==> config.mk <==
export PLATFORM = sky130hd
export DESIGN_NAME = ordered_list_engine
export DESIGN_NICKNAME = d
export VERILOG_FILES = /design/src/rtl/ole_pkg.sv /design/src/rtl/ole_ram.sv /design/src/rtl/ole_ctrl.sv /design/src/rtl/ole_datapath.sv /design/src/rtl/ordered_list_engine.sv
export SDC_FILE = /design/constraint.sdc
export NUM_CORES = 1
export LEC_CHECK = 0
export ABC_AREA = 1
export BUFFER_PORTS_ARGS = -buffer_cell sky130_fd_sc_hd__buf_2
export CAP_MARGIN = 20
export CORE_MARGIN = 2
export CORE_UTILIZATION = 40
export DETAILED_ROUTE_END_ITERATION = 7
export PLACE_DENSITY = 0.66
export RECOVER_POWER = 25
export SLEW_MARGIN = 30
export SYNTH_ARGS = -nofsm -noshare
export SYNTH_HDL_FRONTEND = slang
export SYNTH_SLANG_ARGS = --single-unit
==> constraint.sdc <==
create_clock -name clk -period 4.9 [get_ports clk]
set_input_delay 0.245 -clock clk [delete_from_list [all_inputs] [get_ports clk]]
set_output_delay 0.245 -clock clk [all_outputs]
set_load 0.005 [all_outputs]
==> src/rtl/ole_pkg.sv <==
// Shared types and codes of the ordered list engine.
package ole_pkg;

    typedef enum logic [2:0] {
        OP_FRONT  = 3'd0,
        OP_BACK   = 3'd1,
        OP_AFTER  = 3'd2,
        OP_SORTED = 3'd3,
        OP_REMOVE = 3'd4,
        OP_SEARCH = 3'd5,
        OP_DUMP   = 3'd6,
        OP_UNUSED = 3'd7
    } op_t;

    typedef enum logic [1:0] {
        ST_DONE      = 2'd0,
        ST_NOT_FOUND = 2'd1,
        ST_FULL      = 2'd2,
        ST_EMPTY     = 2'd3
    } status_t;

    typedef struct packed {
        logic    start;
        logic    step;
        logic    use_input;
        logic    ins_front;
        logic    ins_w1;
        logic    succ_cur;
        logic    tgt_prev;
        logic    ins_w2;
        logic    unlink;
        logic    res_valid;
        status_t res_status;
        logic    res_val;
        logic    res_pos;
        logic    res_last;
    } ctrl_cmd_t;

    typedef struct packed {
        logic full;
        logic empty;
        logic is_first;
        logic is_last;
        logic eq_value;
        logic eq_anchor;
        logic lt_value;
        logic le_value;
        op_t  op;
    } dp_stat_t;

endpackage

==> src/rtl/ole_ram.sv <==
// Generic single-write, single-read RAM with registered read data.
module ole_ram #(
    parameter int WIDTH = 32,
    parameter int DEPTH = 16
) (
    input  logic                     clk,
    input  logic                     we,
    input  logic [$clog2(DEPTH)-1:0] waddr,
    input  logic [WIDTH-1:0]         wdata,
    input  logic [$clog2(DEPTH)-1:0] raddr,
    output logic [WIDTH-1:0]         rdata
);

    logic [WIDTH-1:0] mem [DEPTH];

    always_ff @(posedge clk)
    begin
        if (we)
        begin
            mem[waddr] <= wdata;
        end
        rdata <= mem[raddr];
    end

endmodule

==> src/rtl/ole_ctrl.sv <==
// Controller state machine of the ordered list engine.
module ole_ctrl (
    input  logic              clk,
    input  logic              rst_n,
    input  logic              start,
    input  logic [2:0]        operation,
    input  ole_pkg::dp_stat_t stat,
    output ole_pkg::ctrl_cmd_t cmd,
    output logic              busy
);

    typedef enum logic [2:0] {
        S_IDLE = 3'b001,
        S_WALK = 3'b010,
        S_LINK = 3'b100
    } state_t;

    state_t state_reg, state_next;

    always_ff @(posedge clk or negedge rst_n)
    begin
        if (!rst_n)
        begin
            state_reg <= S_IDLE;
        end
        else
        begin
            state_reg <= state_next;
        end
    end

    assign busy = (state_reg != S_IDLE);

    always_comb
    begin
        ole_pkg::op_t op_in;
        op_in      = ole_pkg::op_t'(operation);
        state_next = state_reg;
        cmd        = '0;
        cmd.res_status = ole_pkg::ST_DONE;
        cmd.res_last   = 1'b1;
        unique case (state_reg)
            S_IDLE:
            begin
                if (start)
                begin
                    unique case (op_in)
                        ole_pkg::OP_FRONT, ole_pkg::OP_BACK,
                        ole_pkg::OP_AFTER, ole_pkg::OP_SORTED:
                        begin
                            if (stat.full)
                            begin
                                cmd.res_valid  = 1'b1;
                                cmd.res_status = ole_pkg::ST_FULL;
                            end
                            else if (stat.empty || op_in == ole_pkg::OP_FRONT)
                            begin
                                cmd.ins_front = 1'b1;
                                cmd.use_input = 1'b1;
                                cmd.res_valid = 1'b1;
                            end
                            else
                            begin
                                cmd.start  = 1'b1;
                                state_next = S_WALK;
                            end
                        end
                        ole_pkg::OP_REMOVE, ole_pkg::OP_SEARCH, ole_pkg::OP_DUMP:
                        begin
                            if (stat.empty)
                            begin
                                cmd.res_valid  = 1'b1;
                                cmd.res_status = ole_pkg::ST_EMPTY;
                            end
                            else
                            begin
                                cmd.start  = 1'b1;
                                state_next = S_WALK;
                            end
                        end
                        default:
                        begin
                        end
                    endcase
                end
            end
            S_WALK:
            begin
                unique case (stat.op)
                    ole_pkg::OP_BACK, ole_pkg::OP_AFTER:
                    begin
                        if (stat.is_last || (stat.op == ole_pkg::OP_AFTER && stat.eq_anchor))
                        begin
                            cmd.ins_w1 = 1'b1;
                            state_next = S_LINK;
                        end
                        else
                        begin
                            cmd.step = 1'b1;
                        end
                    end
                    ole_pkg::OP_SORTED:
                    begin
                        priority if (stat.is_first && stat.lt_value)
                        begin
                            cmd.ins_front = 1'b1;
                            cmd.res_valid = 1'b1;
                            state_next    = S_IDLE;
                        end
                        else if (!stat.is_first && stat.le_value)
                        begin
                            cmd.ins_w1   = 1'b1;
                            cmd.succ_cur = 1'b1;
                            cmd.tgt_prev = 1'b1;
                            state_next   = S_LINK;
                        end
                        else if (stat.is_last)
                        begin
                            cmd.ins_w1 = 1'b1;
                            state_next = S_LINK;
                        end
                        else
                        begin
                            cmd.step = 1'b1;
                        end
                    end
                    ole_pkg::OP_REMOVE, ole_pkg::OP_SEARCH:
                    begin
                        priority if (stat.eq_value)
                        begin
                            cmd.unlink    = (stat.op == ole_pkg::OP_REMOVE);
                            cmd.res_valid = 1'b1;
                            cmd.res_val   = (stat.op == ole_pkg::OP_REMOVE);
                            cmd.res_pos   = 1'b1;
                            state_next    = S_IDLE;
                        end
                        else if (stat.is_last)
                        begin
                            cmd.res_valid  = 1'b1;
                            cmd.res_status = ole_pkg::ST_NOT_FOUND;
                            state_next     = S_IDLE;
                        end
                        else
                        begin
                            cmd.step = 1'b1;
                        end
                    end
                    ole_pkg::OP_DUMP:
                    begin
                        cmd.res_valid = 1'b1;
                        cmd.res_val   = 1'b1;
                        cmd.res_pos   = 1'b1;
                        cmd.res_last  = stat.is_last;
                        if (stat.is_last)
                        begin
                            state_next = S_IDLE;
                        end
                        else
                        begin
                            cmd.step = 1'b1;
                        end
                    end
                    default:
                    begin
                        state_next = S_IDLE;
                    end
                endcase
            end
            S_LINK:
            begin
                cmd.ins_w2    = 1'b1;
                cmd.res_valid = 1'b1;
                state_next    = S_IDLE;
            end
            default:
            begin
                state_next = S_IDLE;
            end
        endcase
    end

endmodule

==> src/rtl/ole_datapath.sv <==
// Datapath of the ordered list engine: entry pool, list registers and result register.
module ole_datapath #(
    parameter int CAPACITY    = 16,
    parameter int VALUE_WIDTH = 32
) (
    input  logic               clk,
    input  logic               rst_n,
    input  ole_pkg::ctrl_cmd_t cmd,
    input  logic [2:0]         operation,
    input  logic signed [31:0] value,
    input  logic signed [31:0] anchor,
    output ole_pkg::dp_stat_t  stat,
    output logic               strobe,
    output logic [1:0]         status,
    output logic signed [31:0] item_value,
    output logic [3:0]         position,
    output logic               last
);

    localparam int IDXW = $clog2(CAPACITY);
    localparam int CNTW = $clog2(CAPACITY + 1);

    logic [IDXW-1:0]        head_reg, head_next;
    logic [CNTW-1:0]        count_reg, count_next;
    logic [CAPACITY-1:0]    free_map_reg, free_map_next;
    logic [IDXW-1:0]        cur_reg, prev_reg, idx_reg, tgt_reg;
    logic [VALUE_WIDTH-1:0] val_reg, anc_reg;
    ole_pkg::op_t           op_reg;

    logic                   strobe_reg;
    ole_pkg::status_t       status_reg;
    logic signed [31:0]     item_value_reg;
    logic [3:0]             position_reg;
    logic                   last_reg;

    logic signed [63:0]     value_ext, anchor_ext, rd_ext;
    logic [VALUE_WIDTH-1:0] value_in, anchor_in;
    logic [VALUE_WIDTH-1:0] rd_val;
    logic [IDXW-1:0]        rd_link;
    logic [IDXW-1:0]        alloc;
    logic [IDXW-1:0]        raddr;
    logic                   val_we, link_we;
    logic [IDXW-1:0]        link_waddr, link_wdata;
    logic [VALUE_WIDTH-1:0] val_wdata;

    assign value_ext  = 64'(value);
    assign anchor_ext = 64'(anchor);
    assign value_in   = value_ext[VALUE_WIDTH-1:0];
    assign anchor_in  = anchor_ext[VALUE_WIDTH-1:0];
    assign rd_ext     = 64'($signed(rd_val));

    always_comb
    begin
        alloc = '0;
        for (int k = CAPACITY - 1; k >= 0; k--)
        begin
            if (free_map_reg[k])
            begin
                alloc = IDXW'(k);
            end
        end
    end

    assign raddr = cmd.step ? rd_link : head_reg;

    assign val_we    = cmd.ins_front || cmd.ins_w1;
    assign val_wdata = cmd.use_input ? value_in : val_reg;

    always_comb
    begin
        link_we    = 1'b0;
        link_waddr = alloc;
        link_wdata = head_reg;
        priority if (cmd.ins_front)
        begin
            link_we = 1'b1;
        end
        else if (cmd.ins_w1)
        begin
            link_we    = 1'b1;
            link_wdata = cmd.succ_cur ? cur_reg : rd_link;
        end
        else if (cmd.ins_w2)
        begin
            link_we    = 1'b1;
            link_waddr = tgt_reg;
            link_wdata = alloc;
        end
        else if (cmd.unlink && idx_reg != '0)
        begin
            link_we    = 1'b1;
            link_waddr = prev_reg;
            link_wdata = rd_link;
        end
    end

    ole_ram #(
        .WIDTH (VALUE_WIDTH),
        .DEPTH (CAPACITY)
    ) u_value_ram (
        .clk   (clk),
        .we    (val_we),
        .waddr (alloc),
        .wdata (val_wdata),
        .raddr (raddr),
        .rdata (rd_val)
    );

    ole_ram #(
        .WIDTH (IDXW),
        .DEPTH (CAPACITY)
    ) u_link_ram (
        .clk   (clk),
        .we    (link_we),
        .waddr (link_waddr),
        .wdata (link_wdata),
        .raddr (raddr),
        .rdata (rd_link)
    );

    always_comb
    begin
        head_next     = head_reg;
        count_next    = count_reg;
        free_map_next = free_map_reg;
        if (cmd.ins_front || cmd.ins_w2)
        begin
            count_next    = count_reg + CNTW'(1);
            free_map_next = free_map_reg & ~(CAPACITY'(1) << alloc);
        end
        if (cmd.ins_front)
        begin
            head_next = alloc;
        end
        if (cmd.unlink)
        begin
            count_next    = count_reg - CNTW'(1);
            free_map_next = free_map_reg | (CAPACITY'(1) << cur_reg);
            if (idx_reg == '0)
            begin
                head_next = rd_link;
            end
        end
    end

    always_ff @(posedge clk or negedge rst_n)
    begin
        if (!rst_n)
        begin
            head_reg     <= '0;
            count_reg    <= '0;
            free_map_reg <= '1;
            strobe_reg   <= 1'b0;
        end
        else
        begin
            head_reg     <= head_next;
            count_reg    <= count_next;
            free_map_reg <= free_map_next;
            strobe_reg   <= cmd.res_valid;
        end
    end

    always_ff @(posedge clk)
    begin
        if (cmd.start)
        begin
            cur_reg <= head_reg;
            idx_reg <= '0;
            val_reg <= value_in;
            anc_reg <= anchor_in;
            op_reg  <= ole_pkg::op_t'(operation);
        end
        else if (cmd.step)
        begin
            prev_reg <= cur_reg;
            cur_reg  <= rd_link;
            idx_reg  <= idx_reg + IDXW'(1);
        end
        if (cmd.ins_w1)
        begin
            tgt_reg <= cmd.tgt_prev ? prev_reg : cur_reg;
        end
        status_reg     <= cmd.res_status;
        item_value_reg <= cmd.res_val ? rd_ext[31:0] : '0;
        position_reg   <= cmd.res_pos ? 4'(idx_reg) : '0;
        last_reg       <= cmd.res_last;
    end

    assign stat.full      = (count_reg == CNTW'(CAPACITY));
    assign stat.empty     = (count_reg == '0);
    assign stat.is_first  = (idx_reg == '0);
    assign stat.is_last   = ((CNTW'(idx_reg) + CNTW'(1)) == count_reg);
    assign stat.eq_value  = (rd_val == val_reg);
    assign stat.eq_anchor = (rd_val == anc_reg);
    assign stat.lt_value  = ($signed(val_reg) < $signed(rd_val));
    assign stat.le_value  = ($signed(val_reg) <= $signed(rd_val));
    assign stat.op        = op_reg;

    assign strobe     = strobe_reg;
    assign status     = status_reg;
    assign item_value = item_value_reg;
    assign position   = position_reg;
    assign last       = last_reg;

endmodule

==> src/rtl/ordered_list_engine.sv <==
// Top level of the ordered list engine: bounded singly linked list of signed values.
// A full, empty or front insert gives its item in the cycle after start.
// Other items walk one entry per cycle, and an insert linked after an entry takes
// a further link state before its result; dump gives one item a cycle.
// Flow: one item in flight; start is taken again once busy is low; the receiver cannot
// stall. Reset: asynchronous, list empty.
module ordered_list_engine #(
    parameter int CAPACITY    = 16,
    parameter int VALUE_WIDTH = 32
) (
    input  logic               clk,
    input  logic               rst_n,
    input  logic               start,
    output logic               busy,
    input  logic [2:0]         operation,
    input  logic signed [31:0] value,
    input  logic signed [31:0] anchor,
    output logic               strobe,
    output logic [1:0]         status,
    output logic signed [31:0] item_value,
    output logic [3:0]         position,
    output logic               last
);

    ole_pkg::ctrl_cmd_t cmd;
    ole_pkg::dp_stat_t  stat;

    ole_ctrl u_ctrl (
        .clk       (clk),
        .rst_n     (rst_n),
        .start     (start),
        .operation (operation),
        .stat      (stat),
        .cmd       (cmd),
        .busy      (busy)
    );

    ole_datapath #(
        .CAPACITY    (CAPACITY),
        .VALUE_WIDTH (VALUE_WIDTH)
    ) u_datapath (
        .clk        (clk),
        .rst_n      (rst_n),
        .cmd        (cmd),
        .operation  (operation),
        .value      (value),
        .anchor     (anchor),
        .stat       (stat),
        .strobe     (strobe),
        .status     (status),
        .item_value (item_value),
        .position   (position),
        .last       (last)
    );

endmodule

==> run metrics <==
Design Area, Final 39300 um^2; first-pass GRT wire length about 130000 um; starting density of the core 0.404; drt first pass iters 6; drt total wl around 88000 um; cell taking the most area after synthesis edfxtp_1; CTS H-tree depth 3; fmax 0.223 GHz; Setup-failing EPs final 0; top-area cell type share of the netlist area 0.582; sequential area share after synthesis 0.651; delay-heaviest family, CP simple AND/OR/NAND/NOR gates; clk_lat worst skew 0.62 ns; Synth cell types 47; RSZ-0062 raised after global routing false; Max Slew Vio Count 91; Slew HR -0.559; Sw Ratio 0.361; Die Area 86800 um^2; run status finished with violations; Critical Path Source u_datapath.count_reg[0]; Setup crit end kind register; Pleak 0.0166 uW; Clock Power Share 0.288; Total GRT Usage 0.200; Buffers & Inverters on Critical Path 2; Post-Syn Area per Cell 10.2 um^2; Core Box Area 83700 um^2; final global-route overflow total 0; Biggest register u_datapath.u_value_ram.mem; Comb pwr share 0.327; initial antenna violation count 1; cts bufs inserted 77; DP Wirelength about 50000 um; hold slack 0.334 ns; cell area after synthesis ~34000 um^2; Max Cap Violations 3; maximum net fanout on the critical path 50; vias in the first global route 23200; leading cell type in the layout, fill and taps excluded nand3_1; CTS tree yes; die width 295 um; Placed Area 36100 um^2; pre-CTS setup slack 0.585 ns; EDFF count, synth 655; Min-Delay Startpoint anchor[2]; Crit Path Category reg -> reg; Synth Register Bits about 760; pin count of the biggest net entering global routing 94; Largest register FFs 512; Post-route DRC 0; fin crit period 4.48 ns; Largest stage delay, worst path roughly 1.7 ns; most frequent cells in the layout nand3_1, inv_1, edfxtp_1; DR WL/cell 18.8 um; critical path arrival 4.70 ns; total number of vias 23700; Async SR Flop Fraction 0.0380; Syn Inst Count 3312; post-DR vias/cell 5.08; setup ws final between 0.4 and 0.5 ns; Post-synth top flop edfxtp_1; clock slew at reported path FFs 0.06 ns; post-cts sizing count 0; net switching power 7500 uW; I/O Buffers 110; number of diodes 0; top cells by area, synth edfxtp_1, nand3_1, inv_1; total power draw 20800 uW; cells along the critical path nor4_1 > inv_1 > o31ai_1 > o22ai_1 > nand2_1 > nor2_1 > clkbuf_2; crit share post-route 0.915; startpoint types register; VDD IR-drop max 0.000418 V; CTS max path bufs 3; I/O pins 111; Core Rows 106; share of layout cells above drive strength 1 0.0845; Pint roughly 13000 uW; Worst-Margin Slew 2.33 ns; pwr dens 529 nW/um^2; failing checks max-capacitance violations, max-slew violations; CP required about 5.1 ns; sequential power share 0.385; Final Skew roughly 0.019 ns; Setup Fix Bufs, Post-CTS 0; Post-Syn Nets approximately 3400; Final TNS setup 0 ns; worst hold path type in -> reg; die height roughly 290 um; GP Congestion 0.900; Antenna Nets Post-Route 0; yosys warns 0; Critical Path Slowest Stage Cell nor2_1; Starting DRT DRC Count ~2300; Top Registers u_datapath.u_value_ram.mem x512, u_datapath.u_link_ram.mem x64; worst r2r src u_datapath.count_reg[0]; Area Growth Syn to Fin 16.2%; Clock Tree Root clkbuf_16; final hold violation count 0; # clock sinks 763; CTS hold repair buffers 69; Final nets about 3600
-- area by class of cell --
| type | count | area (um^2) |
|---|---|---|
| Multi-Input combinational cell | 1691 | 8640 |
| Inverter | 710 | 2670 |
| Clock inverter | 38 | 439 |
| Clock buffer | 103 | 2130 |
| Timing Repair Buffer | 234 | 1990 |
| Sequential cell | 763 | 22000 |
| Tap cell | 1134 | 1420 |
| Fill cell | 7476 | 44400 |
-- cell usage after synthesis (2+ instances only) --
cell,instances
dfstp_2,17
a211oi_1,2
nand4_1,10
buf_2,75
nor3_1,13
o21ai_1,4
clkbuf_1,51
dfxtp_1,79
xor2_1,18
xnor2_1,15
nand3_1,721
nor4_1,7
mux2_2,31
a31oi_1,3
buf_1,5
inv_1,706
nand2_1,558
o31ai_1,2
a21boi_0,8
buf_4,15
or2_2,7
nor2_1,127
nand2_2,2
ha_1,37
o21a_1,2
inv_2,3
o22ai_1,10
edfxtp_1,655
o21ai_0,37
a21o_1,2
o21ai_2,3
buf_6,2
o2111ai_1,2
a21oi_1,53
nand4_2,2
o211ai_1,2
o221ai_1,2
dfrtp_1,12
nor3_2,4
-- per-stage QoR --
stage	utilization	std cells
after floorplan	-	3312
after global placement	0.431	4462
after detailed placement	0.431	4462
after CTS	0.470	4672
after global routing	0.469	4673
final	0.469	4673
-- power by group through the flow --
stage	Combinational [uW]	Sequential, uW	Clock [uW]
after global placement	6630	8110	0
after detailed placement	6700	8110	0
after global routing	7450	8010	6310
final	6790	7990	5990
after CTS	6780	7980	6070
after floorplan	4510	7970	0
-- routing by layer --
layer / global-route usage / vias up / wire length [um]
li1: - / 11200 / -
met1: 0.258 / 11400 / 36100
met2: 0.349 / 979 / 42900
met3: 0.0259 / 144 / 6500
met4: 0.0647 / 0 / 2110
met5: 0 / - / 0
-- worst paths after layout --
path | end | slack [ns] | depth (start not counted)
setup / recovery | u_datapath.anc_reg[8] | 0.42 | 7
setup reg to reg | u_datapath.anc_reg[8] | 0.42 | 7
hold / removal | u_datapath.anc_reg[2] | 0.33 | 2
max in group asynchronous | u_datapath.count_reg[0] | 3.33 | 2
hold reg to reg | u_datapath.item_value[18] | 0.47 | 2
min in group asynchronous | u_datapath.head_reg[1] | 0.60 | 2
-- cells by family after synthesis --
kind of cell	Yosys count	share of synthesized area
buffers and inverters	858	0.100
xor gates and xnor gates	33	0.00856
adders and majority gates	38	0.0143
AOI/OAI and AO/OA	134	0.0229
and+or+nand+nor	1455	0.193
DFF	763	0.651
muxes	31	0.0103
Power figures use the tool's default switching activity.
